$ cat config.mk
export PLATFORM = sky130hd
export DESIGN_NAME = cube_map_face_uv_core_flat
export DESIGN_NICKNAME = d
export VERILOG_FILES = /design/src/cmfuv_pkg.sv /design/src/cmfuv_dir_if.sv /design/src/cmfuv_coord_if.sv /design/src/cube_map_face_uv_core.sv /design/src/cmfuv_select.sv /design/src/cmfuv_div_cell.sv /design/src/cmfuv_round.sv /design/src/flat_wrapper.sv
export SDC_FILE = /design/constraint.sdc
export NUM_CORES = 2
export LEC_CHECK = 0
export ABC_AREA = 1
export CORE_ASPECT_RATIO = 1.1
export CORE_MARGIN = 3
export CORE_UTILIZATION = 25
export DETAILED_ROUTE_END_ITERATION = 10
export DONT_BUFFER_PORTS = 1
export GPL_ROUTABILITY_DRIVEN = 0
export GPL_TIMING_DRIVEN = 0
export MAX_ROUTING_LAYER = met4
export PLACE_DENSITY_LB_ADDON = 0.3
export SYNTH_ARGS = -nofsm -noshare
export SYNTH_HDL_FRONTEND = slang
export SYNTH_SLANG_ARGS = --single-unit
$ cat constraint.sdc
create_clock -name clk -period 9.82 [get_ports clk]
set_input_delay 2.455 -clock clk [delete_from_list [all_inputs] [get_ports clk]]
set_output_delay 2.455 -clock clk [all_outputs]
set_load 0.05 [all_outputs]
$ cat src/cmfuv_pkg.sv
// Shared constants, face codes and the inter-cell word type for the cube map
// face/UV block. No dependencies; every other file in src imports this.
package cmfuv_pkg;

  // Component and coordinate formats
  localparam int COMP_BITS       = 16;
  localparam int COORD_FRAC_BITS = 15;

  // Derived widths
  localparam int MAG_W   = COMP_BITS;           // |component|, up to 2^(COMP_BITS-1)
  localparam int DIV_W   = COMP_BITS + 1;       // divisor 2M, dividend and remainder
  localparam int QUO_W   = COORD_FRAC_BITS + 2; // integer bit plus COORD_FRAC_BITS+1 fraction
  localparam int COORD_W = COORD_FRAC_BITS + 1; // Q1.15 result
  localparam int FACE_W  = 3;
  localparam int N_CELLS = COORD_FRAC_BITS + 1; // one cell per fraction bit

  localparam logic [QUO_W-1:0] COORD_ONE = QUO_W'(1) << COORD_FRAC_BITS;

  typedef enum logic [FACE_W-1:0] {
    FACE_POS_X = 3'd0,
    FACE_NEG_X = 3'd1,
    FACE_POS_Y = 3'd2,
    FACE_NEG_Y = 3'd3,
    FACE_POS_Z = 3'd4,
    FACE_NEG_Z = 3'd5
  } face_t;

  // Word handed from one division cell to the next
  typedef struct packed {
    logic             valid;
    logic             degen;
    face_t            face;
    logic [DIV_W-1:0] divisor;  // 2M
    logic [DIV_W-1:0] rem_u;
    logic [DIV_W-1:0] rem_v;
    logic [QUO_W-1:0] quo_u;
    logic [QUO_W-1:0] quo_v;
  } cell_t;

endpackage

$ cat src/cmfuv_dir_if.sv
// Direction channel: three signed components with valid/ready.
// Depends on cmfuv_pkg.
interface cmfuv_dir_if;
  import cmfuv_pkg::*;

  logic                        valid;
  logic                        ready;
  logic signed [COMP_BITS-1:0] dir_x;
  logic signed [COMP_BITS-1:0] dir_y;
  logic signed [COMP_BITS-1:0] dir_z;

  modport source (output valid, dir_x, dir_y, dir_z, input ready);
  modport sink   (input valid, dir_x, dir_y, dir_z, output ready);
endinterface

$ cat src/cmfuv_coord_if.sv
// Result channel: face number, Q1.15 face coordinates and degenerate flag.
// Depends on cmfuv_pkg.
interface cmfuv_coord_if;
  import cmfuv_pkg::*;

  logic               valid;
  logic               ready;
  logic [FACE_W-1:0]  face_index;
  logic [COORD_W-1:0] u_coord;
  logic [COORD_W-1:0] v_coord;
  logic               degenerate;

  modport source (output valid, face_index, u_coord, v_coord, degenerate, input ready);
  modport sink   (input valid, face_index, u_coord, v_coord, degenerate, output ready);
endinterface

$ cat src/cube_map_face_uv_core.sv
// Cube map face selection and UV projection, top level.
// Depends on cmfuv_pkg, cmfuv_dir_if, cmfuv_coord_if, cmfuv_select,
// cmfuv_div_cell and cmfuv_round.
//
// Usage:
//   direction : sink channel, one word per direction (dir_x, dir_y, dir_z, Q2.14).
//   face_uv   : source channel, one word per direction (face_index, u_coord,
//               v_coord in Q1.15, degenerate for the zero vector).
//   The pipeline has two front stages, one division cell per fraction bit and
//   one output register.
//   Throughput is one word per cycle while face_uv.ready stays high; the chain
//   of division cells, one quotient bit per cell, sets the depth, and every
//   cell takes a new word each cycle unless its successor is held.
//   Each stage moves on when empty or when its successor moves, so bubbles
//   collapse and a new word is taken while a finished result waits.
//   When the receiver stalls, words pile up behind the output register;
//   direction.ready drops only once every stage is full.
//   Reset (rst, synchronous) empties every stage; no results are pending.
module cube_map_face_uv_core (
  input  logic          clk,
  input  logic          rst,
  cmfuv_dir_if.sink     direction,
  cmfuv_coord_if.source face_uv
);
  import cmfuv_pkg::*;

  cell_t link  [N_CELLS+1];
  logic  rdy   [N_CELLS+1];

  cmfuv_select u_select (
    .clk        (clk),
    .rst        (rst),
    .direction  (direction),
    .ready_down (rdy[0]),
    .head       (link[0])
  );

  // Row of division cells, cell i feeds cell i+1
  for (genvar i = 0; i < N_CELLS; i++) begin : g_cell
    cmfuv_div_cell u_cell (
      .clk        (clk),
      .rst        (rst),
      .prev       (link[i]),
      .ready_down (rdy[i+1]),
      .ready_up   (rdy[i]),
      .cur        (link[i+1])
    );
  end

  cmfuv_round u_round (
    .clk      (clk),
    .rst      (rst),
    .tail     (link[N_CELLS]),
    .ready_up (rdy[N_CELLS]),
    .face_uv  (face_uv)
  );

  // Checks
  a_reset_empty: assert property (@(posedge clk) rst |=> !face_uv.valid)
    else $error("result word present after reset");

  a_degen_zero: assert property (@(posedge clk) disable iff (rst)
    (face_uv.valid && face_uv.degenerate) |->
      (face_uv.u_coord == '0 && face_uv.v_coord == '0 && face_uv.face_index == FACE_POS_X))
    else $error("degenerate word carries non-zero fields");

  a_coord_range: assert property (@(posedge clk) disable iff (rst)
    face_uv.valid |->
      ({1'b0, face_uv.u_coord} <= COORD_ONE && {1'b0, face_uv.v_coord} <= COORD_ONE))
    else $error("coordinate above 1.0");

  a_face_range: assert property (@(posedge clk) disable iff (rst)
    face_uv.valid |-> (face_uv.face_index <= FACE_NEG_Z))
    else $error("face index out of range");

endmodule

$ cat src/cmfuv_select.sv
// Front end: magnitudes, major axis and face, projected components, and the
// seed word for the division chain. Two register stages.
// Depends on cmfuv_pkg and cmfuv_dir_if.
module cmfuv_select (
  input  logic                clk,
  input  logic                rst,
  cmfuv_dir_if.sink           direction,
  input  logic                ready_down,
  output cmfuv_pkg::cell_t    head
);
  import cmfuv_pkg::*;

  typedef struct packed {
    logic                        valid;
    logic signed [COMP_BITS-1:0] dx;
    logic signed [COMP_BITS-1:0] dy;
    logic signed [COMP_BITS-1:0] dz;
    logic [MAG_W-1:0]            mx;
    logic [MAG_W-1:0]            my;
    logic [MAG_W-1:0]            mz;
  } mag_t;

  mag_t  s1;
  mag_t  s1_next;
  cell_t head_next;
  logic  ready1;
  logic  ready2;

  logic [MAG_W-1:0]          m_xy;
  logic [MAG_W-1:0]          m;
  logic [1:0]                axis;
  logic                      neg;
  face_t                     face;
  logic signed [COMP_BITS:0] ex;
  logic signed [COMP_BITS:0] ey;
  logic signed [COMP_BITS:0] ez;
  logic signed [COMP_BITS:0] cu;
  logic signed [COMP_BITS:0] cv;
  logic signed [COMP_BITS+1:0] su;
  logic signed [COMP_BITS+1:0] sv;
  logic [DIV_W-1:0]          a_u;
  logic [DIV_W-1:0]          a_v;
  logic [DIV_W-1:0]          dvs;
  logic                      int_u;
  logic                      int_v;

  // Stage advance: a stage takes a word when empty or when its word moves on
  assign ready2          = !head.valid || ready_down;
  assign ready1          = !s1.valid || ready2;
  assign direction.ready = ready1;

  // Stage 1: register components and their magnitudes
  always_comb begin
    s1_next.valid = direction.valid;
    s1_next.dx    = direction.dir_x;
    s1_next.dy    = direction.dir_y;
    s1_next.dz    = direction.dir_z;
    s1_next.mx    = direction.dir_x[COMP_BITS-1] ? MAG_W'(~direction.dir_x + 1'b1)
                                                 : MAG_W'(direction.dir_x);
    s1_next.my    = direction.dir_y[COMP_BITS-1] ? MAG_W'(~direction.dir_y + 1'b1)
                                                 : MAG_W'(direction.dir_y);
    s1_next.mz    = direction.dir_z[COMP_BITS-1] ? MAG_W'(~direction.dir_z + 1'b1)
                                                 : MAG_W'(direction.dir_z);
  end

  always_ff @(posedge clk) begin
    if (rst) begin
      s1.valid <= 1'b0;
    end else if (ready1) begin
      s1 <= s1_next;
    end
  end

  // Stage 2: major axis (ties to the lower axis), face, projection, seed
  always_comb begin
    m_xy = (s1.my > s1.mx) ? s1.my : s1.mx;
    axis = (s1.my > s1.mx) ? 2'd1 : 2'd0;
    m    = m_xy;
    if (s1.mz > m_xy) begin
      m    = s1.mz;
      axis = 2'd2;
    end
    unique case (axis)
      2'd0:    neg = s1.dx[COMP_BITS-1];
      2'd1:    neg = s1.dy[COMP_BITS-1];
      default: neg = s1.dz[COMP_BITS-1];
    endcase
    face = face_t'({axis, neg});

    ex = {s1.dx[COMP_BITS-1], s1.dx};
    ey = {s1.dy[COMP_BITS-1], s1.dy};
    ez = {s1.dz[COMP_BITS-1], s1.dz};
    unique case (face)
      FACE_POS_X: begin cu = -ez; cv = ey;  end
      FACE_NEG_X: begin cu = ez;  cv = ey;  end
      FACE_POS_Y: begin cu = ex;  cv = -ez; end
      FACE_NEG_Y: begin cu = ex;  cv = ez;  end
      FACE_POS_Z: begin cu = ex;  cv = ey;  end
      default:    begin cu = -ex; cv = ey;  end
    endcase

    // a = c + M lies in 0..2M
    su  = {cu[COMP_BITS], cu} + $signed({2'b00, m});
    sv  = {cv[COMP_BITS], cv} + $signed({2'b00, m});
    a_u = su[DIV_W-1:0];
    a_v = sv[DIV_W-1:0];
    dvs = {m, 1'b0};

    // integer bit of a/(2M) is set only when a == 2M
    int_u = (a_u == dvs);
    int_v = (a_v == dvs);

    head_next.valid   = s1.valid;
    head_next.degen   = (m == '0);
    head_next.face    = face;
    head_next.divisor = dvs;
    head_next.rem_u   = int_u ? '0 : a_u;
    head_next.rem_v   = int_v ? '0 : a_v;
    head_next.quo_u   = QUO_W'(int_u);
    head_next.quo_v   = QUO_W'(int_v);
  end

  always_ff @(posedge clk) begin
    if (rst) begin
      head.valid <= 1'b0;
    end else if (ready2) begin
      head <= head_next;
    end
  end

endmodule

$ cat src/cmfuv_div_cell.sv
// One restoring division cell: yields one fraction bit of a/(2M) for both
// coordinates and passes the word to its neighbour. Depends on cmfuv_pkg.
module cmfuv_div_cell (
  input  logic              clk,
  input  logic              rst,
  input  cmfuv_pkg::cell_t  prev,
  input  logic              ready_down,
  output logic              ready_up,
  output cmfuv_pkg::cell_t  cur
);
  import cmfuv_pkg::*;

  cell_t          nxt;
  logic [DIV_W:0] two_u;
  logic [DIV_W:0] two_v;
  logic [DIV_W:0] dif_u;
  logic [DIV_W:0] dif_v;
  logic           ge_u;
  logic           ge_v;

  assign ready_up = !cur.valid || ready_down;

  // Shift remainder, trial subtract, keep the bit
  always_comb begin
    two_u = {prev.rem_u, 1'b0};
    two_v = {prev.rem_v, 1'b0};
    dif_u = two_u - {1'b0, prev.divisor};
    dif_v = two_v - {1'b0, prev.divisor};
    ge_u  = (two_u >= {1'b0, prev.divisor});
    ge_v  = (two_v >= {1'b0, prev.divisor});

    nxt       = prev;
    nxt.rem_u = ge_u ? dif_u[DIV_W-1:0] : two_u[DIV_W-1:0];
    nxt.rem_v = ge_v ? dif_v[DIV_W-1:0] : two_v[DIV_W-1:0];
    nxt.quo_u = {prev.quo_u[QUO_W-2:0], ge_u};
    nxt.quo_v = {prev.quo_v[QUO_W-2:0], ge_v};
  end

  always_ff @(posedge clk) begin
    if (rst) begin
      cur.valid <= 1'b0;
    end else if (ready_up) begin
      cur <= nxt;
    end
  end

endmodule

$ cat src/cmfuv_round.sv
// Output stage: round the quotient to nearest (ties up), saturate, zero the
// degenerate case, and hold the result word. Depends on cmfuv_pkg, cmfuv_coord_if.
module cmfuv_round (
  input  logic              clk,
  input  logic              rst,
  input  cmfuv_pkg::cell_t  tail,
  output logic              ready_up,
  cmfuv_coord_if.source     face_uv
);
  import cmfuv_pkg::*;

  logic [QUO_W-1:0]   rnd_u;
  logic [QUO_W-1:0]   rnd_v;
  logic [COORD_W-1:0] u_next;
  logic [COORD_W-1:0] v_next;
  logic [FACE_W-1:0]  face_next;

  assign ready_up = !face_uv.valid || face_uv.ready;

  // q = floor((x + 1) / 2) with x = floor(a * 2^(F+1) / 2M)
  always_comb begin
    rnd_u = (tail.quo_u >> 1) + QUO_W'(tail.quo_u[0]);
    rnd_v = (tail.quo_v >> 1) + QUO_W'(tail.quo_v[0]);
    if (rnd_u > COORD_ONE) rnd_u = COORD_ONE;
    if (rnd_v > COORD_ONE) rnd_v = COORD_ONE;
    if (tail.degen) begin
      u_next    = '0;
      v_next    = '0;
      face_next = FACE_POS_X;
    end else begin
      u_next    = rnd_u[COORD_W-1:0];
      v_next    = rnd_v[COORD_W-1:0];
      face_next = tail.face;
    end
  end

  always_ff @(posedge clk) begin
    if (rst) begin
      face_uv.valid <= 1'b0;
    end else if (ready_up) begin
      face_uv.valid <= tail.valid;
    end
  end

  always_ff @(posedge clk) begin
    if (ready_up) begin
      face_uv.face_index <= face_next;
      face_uv.u_coord    <= u_next;
      face_uv.v_coord    <= v_next;
      face_uv.degenerate <= tail.degen;
    end
  end

endmodule

$ cat src/flat_wrapper.sv
// flat-port wrapper written by rule: the top's interface ports become plain ports
module cube_map_face_uv_core_flat import cmfuv_pkg::*;
  (clk, rst, direction_valid, direction_dir_x, direction_dir_y, direction_dir_z, direction_ready, face_uv_valid, face_uv_face_index, face_uv_u_coord, face_uv_v_coord, face_uv_degenerate, face_uv_ready);
  cmfuv_dir_if direction_i ();
  cmfuv_coord_if face_uv_i ();
  input  logic clk;
  input  logic rst;
  input wire logic [$bits(direction_i.valid)-1:0] direction_valid;
  input wire logic [$bits(direction_i.dir_x)-1:0] direction_dir_x;
  input wire logic [$bits(direction_i.dir_y)-1:0] direction_dir_y;
  input wire logic [$bits(direction_i.dir_z)-1:0] direction_dir_z;
  output wire logic [$bits(direction_i.ready)-1:0] direction_ready;
  output wire logic [$bits(face_uv_i.valid)-1:0] face_uv_valid;
  output wire logic [$bits(face_uv_i.face_index)-1:0] face_uv_face_index;
  output wire logic [$bits(face_uv_i.u_coord)-1:0] face_uv_u_coord;
  output wire logic [$bits(face_uv_i.v_coord)-1:0] face_uv_v_coord;
  output wire logic [$bits(face_uv_i.degenerate)-1:0] face_uv_degenerate;
  input wire logic [$bits(face_uv_i.ready)-1:0] face_uv_ready;
  assign direction_i.valid = direction_valid;
  assign direction_i.dir_x = direction_dir_x;
  assign direction_i.dir_y = direction_dir_y;
  assign direction_i.dir_z = direction_dir_z;
  assign direction_ready = direction_i.ready;
  assign face_uv_valid = face_uv_i.valid;
  assign face_uv_face_index = face_uv_i.face_index;
  assign face_uv_u_coord = face_uv_i.u_coord;
  assign face_uv_v_coord = face_uv_i.v_coord;
  assign face_uv_degenerate = face_uv_i.degenerate;
  assign face_uv_i.ready = face_uv_ready;
  cube_map_face_uv_core u_core (.clk(clk), .rst(rst), .direction(direction_i), .face_uv(face_uv_i));
endmodule
==> metrics.yaml <==
status: "completed"
timing.final.hold_violations: 0
route.detailed.vias_per_inst: 4.53
vias: 51100
dp_worst_setup_slack_ps: 748
worst_path_bufs_invs: 1
worst_pin_slew_ps: 1370
dp.final_hpwl_mm: 159
power.static_leakage_nw: 33.2
grt_first_pass_wirelength_mm: 297
power_density_over_the_cells_nw_per_um2: 333
worst_path_setup_slack_after_routing_ps: 1470
synth_top_cell_by_area: "sky130_fd_sc_hd__edfxtp_1"
timing.critical_path.cells: "inv_1 -> nand2_2 -> nor2_2 -> nand2_1 -> nor2_4 -> nand2_2 -> nor2_2 -> nand2_2 -> nor2_2 -> nand4_2 -> nor2_2 -> nand4_1 -> nor2_1 -> nand4_1"
remaining_drc_errors: 0
synth.yosys.warnings: 0
cp-start-kind: "input port"
drt-pass1-iter-count: 8
die_footprint_um2: 295000
count_of_pins_over_their_slew_limit: 0
final_common_cell: "sky130_fd_sc_hd__nand2_1"
grt_start_max_net_pins: 78
grt_antenna_before_repair: 5
cp_data_required_time_ps: 7370
placement_rows: 206
mappedNetlistNets: 7791
max_cap_viol_count: 0
dpl.cell_count: 11000
grt_pass1_vias: 50500
drive_gt1_share_pct: 4.94
layout_common_cells: "sky130_fd_sc_hd__nand2_1, sky130_fd_sc_hd__edfxtp_1, sky130_fd_sc_hd__inv_1"
clock_sink_count: 1292
die-width_um: 518
synth-seq-area-share_pct: 53.5
setup-tns-final_ps: 0
setup_repair_after_global_routing_missed_its_margin: "false"
critical_path_capture_point_type: "primary output"
area_share_of_the_largest_cell_type_after_synthesis_pct: 53.0
synthCells: 7124
htree_levels: 4
setup_viol: 0
num-fill-cells: 29600
max-clock-path-buffers: 4
totalWireLength_mm: 197
report.power.total_w: 0.0275
timing.final.crit_period_ps: 8350
synthToLayoutAreaGrowth_pct: 14.4
timing.critical_path.slowest_cell_delay_ps: 920
routedWlPerCell_um: 17.4
critical_path.max_fanout: 4
critPathMostFrequentCell: "sky130_fd_sc_hd__nor2_2"
worstHoldPathType: "reg -> reg"
fin_skew_ps: 70.8
gr-total-overflow: 0
gr-usage-all-layers_pct: 13.3
worst_path_max_delay_cell: "sky130_fd_sc_hd__nand4_1"
cts_resized: 0
final_cell_count_without_fillers: 11300
path_delay_family: "simple AND/OR/NAND/NOR gates"
ys.flop_type: "sky130_fd_sc_hd__edfxtp_1"
cts_hold_repair.buffers: 0
max_freq_ghz: 0.120
synth_edf_count: 1273
io-pin-count: 90
clk_slew_on_worst_s_h_paths_ps: 60
dr.first_iter.drc_count: 3700
numPortBuffers: 0
finish.net_count: 7975
holdWs_ps: 377
proportion_of_synthesized_flip_flops_having_asynchronous_set_or_reset_pct: 0
final_min_period_over_clock_period_pct: 85.0
clk_latency_ps: 830
yosys_register_bits: 1292
cts_tree: "built"
cell_area_after_technology_mapping_um2: 72100
core_region_area_um2: 287000
max-vdd-ir-drop_uv: 149
cts_post_setup_buffers_inserted: 0
netlist_top_cells_area: "sky130_fd_sc_hd__edfxtp_1, sky130_fd_sc_hd__ha_1, sky130_fd_sc_hd__nand2_1"
clk_root_buf: "sky130_fd_sc_hd__clkbuf_16"
cp.arrival_ps: 5890
per_instance_average_area_after_synthesis_um2: 10.1
starting_density_of_the_core_pct: 25.2
crit_type: "in -> out"
slew-limit-headroom_pct: 8.91
numCtsBuffers: 157
detail-route-antenna-nets: 0
die_h_um: 569
yosysUniqueCellTypes: 58
## cell type report
class	count	area [um^2]	area share, %
Antenna cell	15	37.5	0.0455
Buffer	111	528	0.640
Clock buffer	183	4090	4.96
Clock inverter	91	858	1.04
Inverter	776	2930	3.55
Multi-Input combinational cell	4945	30100	36.5
Sequential cell	1292	38600	46.8
Tap cell	3848	4810	5.83
Timing Repair Buffer	25	531	0.643
## logic make-up after synthesis
group                    share of synthesized area, %
flip-flops                                       53.5
AND/OR/NAND/NOR                                  14.3
buffers and inverters                            4.77
XOR/XNOR                                         5.98
AO/OA/AOI/OAI                                    10.4
adder cells (fa/ha/maj)                          11.0
## report_power, final
group	leakage, nW	internal (W)	switching [W]
sequential	12.7	0.00842	0.00105
clock	2.43	0.00335	0.00225
combinational	18.1	0.00457	0.00783
## sequential cells by signal, summed over array words and instances, names as in the netlist
register / count
u_core.u_select.s1: 45
u_core.u_select.head_next: 1
u_core.u_round.face_uv.valid: 1
u_core.u_select.ez: 16
u_core.u_select.ey: 16
u_core.u_round.face_uv.face_index: 3
u_core.u_select.ex: 16
u_core.g_cell.u_cell.cur: 1104
u_core.u_round.face_uv.degenerate: 1
u_core.u_round.face_uv.u_coord: 16
u_core.u_round.face_uv.v_coord: 16
u_core.u_select.head: 57
## synth_stat cells (37+ instances only)
master	instances
sky130_fd_sc_hd__buf_2	38
sky130_fd_sc_hd__a21oi_1	551
sky130_fd_sc_hd__a21o_1	37
sky130_fd_sc_hd__edfxtp_1	1273
sky130_fd_sc_hd__o21ai_0	606
sky130_fd_sc_hd__xor2_1	235
sky130_fd_sc_hd__ha_1	583
sky130_fd_sc_hd__clkbuf_1	63
sky130_fd_sc_hd__nand3_1	323
sky130_fd_sc_hd__nor2_1	384
sky130_fd_sc_hd__nor3_1	65
sky130_fd_sc_hd__nand4_1	73
sky130_fd_sc_hd__xnor2_1	257
sky130_fd_sc_hd__nand2_1	1489
sky130_fd_sc_hd__inv_1	751
## path summary, 6_finish.rpt
path / start / slack (ps) / end / cells after the start
worst max-delay path: face_uv_ready / 1470 / direction_ready / 14
worst min-delay path: u_core.g_cell[8].u_cell.cur[5] / 380 / u_core.g_cell[9].u_cell.cur[6] / 0
worst max register to register: u_core.u_select.s1[19] / 2420 / u_core.u_select.head[48] / 39
worst min register to register: u_core.g_cell[8].u_cell.cur[5] / 380 / u_core.g_cell[9].u_cell.cur[6] / 0
## per-layer routing
metal	wire, um	global-route usage (%)
met2	94100	22.4
met5	0	-
met1	82300	15.5
met4	11700	7.07
met3	8650	1.90
## through the flow
step | area, um^2 | util [%]
6_report | 82500 | 28.8
5_1_grt | 82500 | 28.8
4_1_cts | 82500 | 28.8
3_5_place_dp | 77500 | 27.0
3_3_place_gp | 76900 | 26.8
2_1_floorplan | 72100 | -
## worst register-to-register path, delay by kind of cell (launching register included)
kind,cells,cell delay [ps]
adder cells (fa/ha/maj),3,1040
AND/OR/NAND/NOR,22,2530
AO/OA/AOI/OAI,6,1220
XOR/XNOR,1,450
buffers and inverters,7,1390
flip-flops,1,500
(Power assumes the default switching activity.)
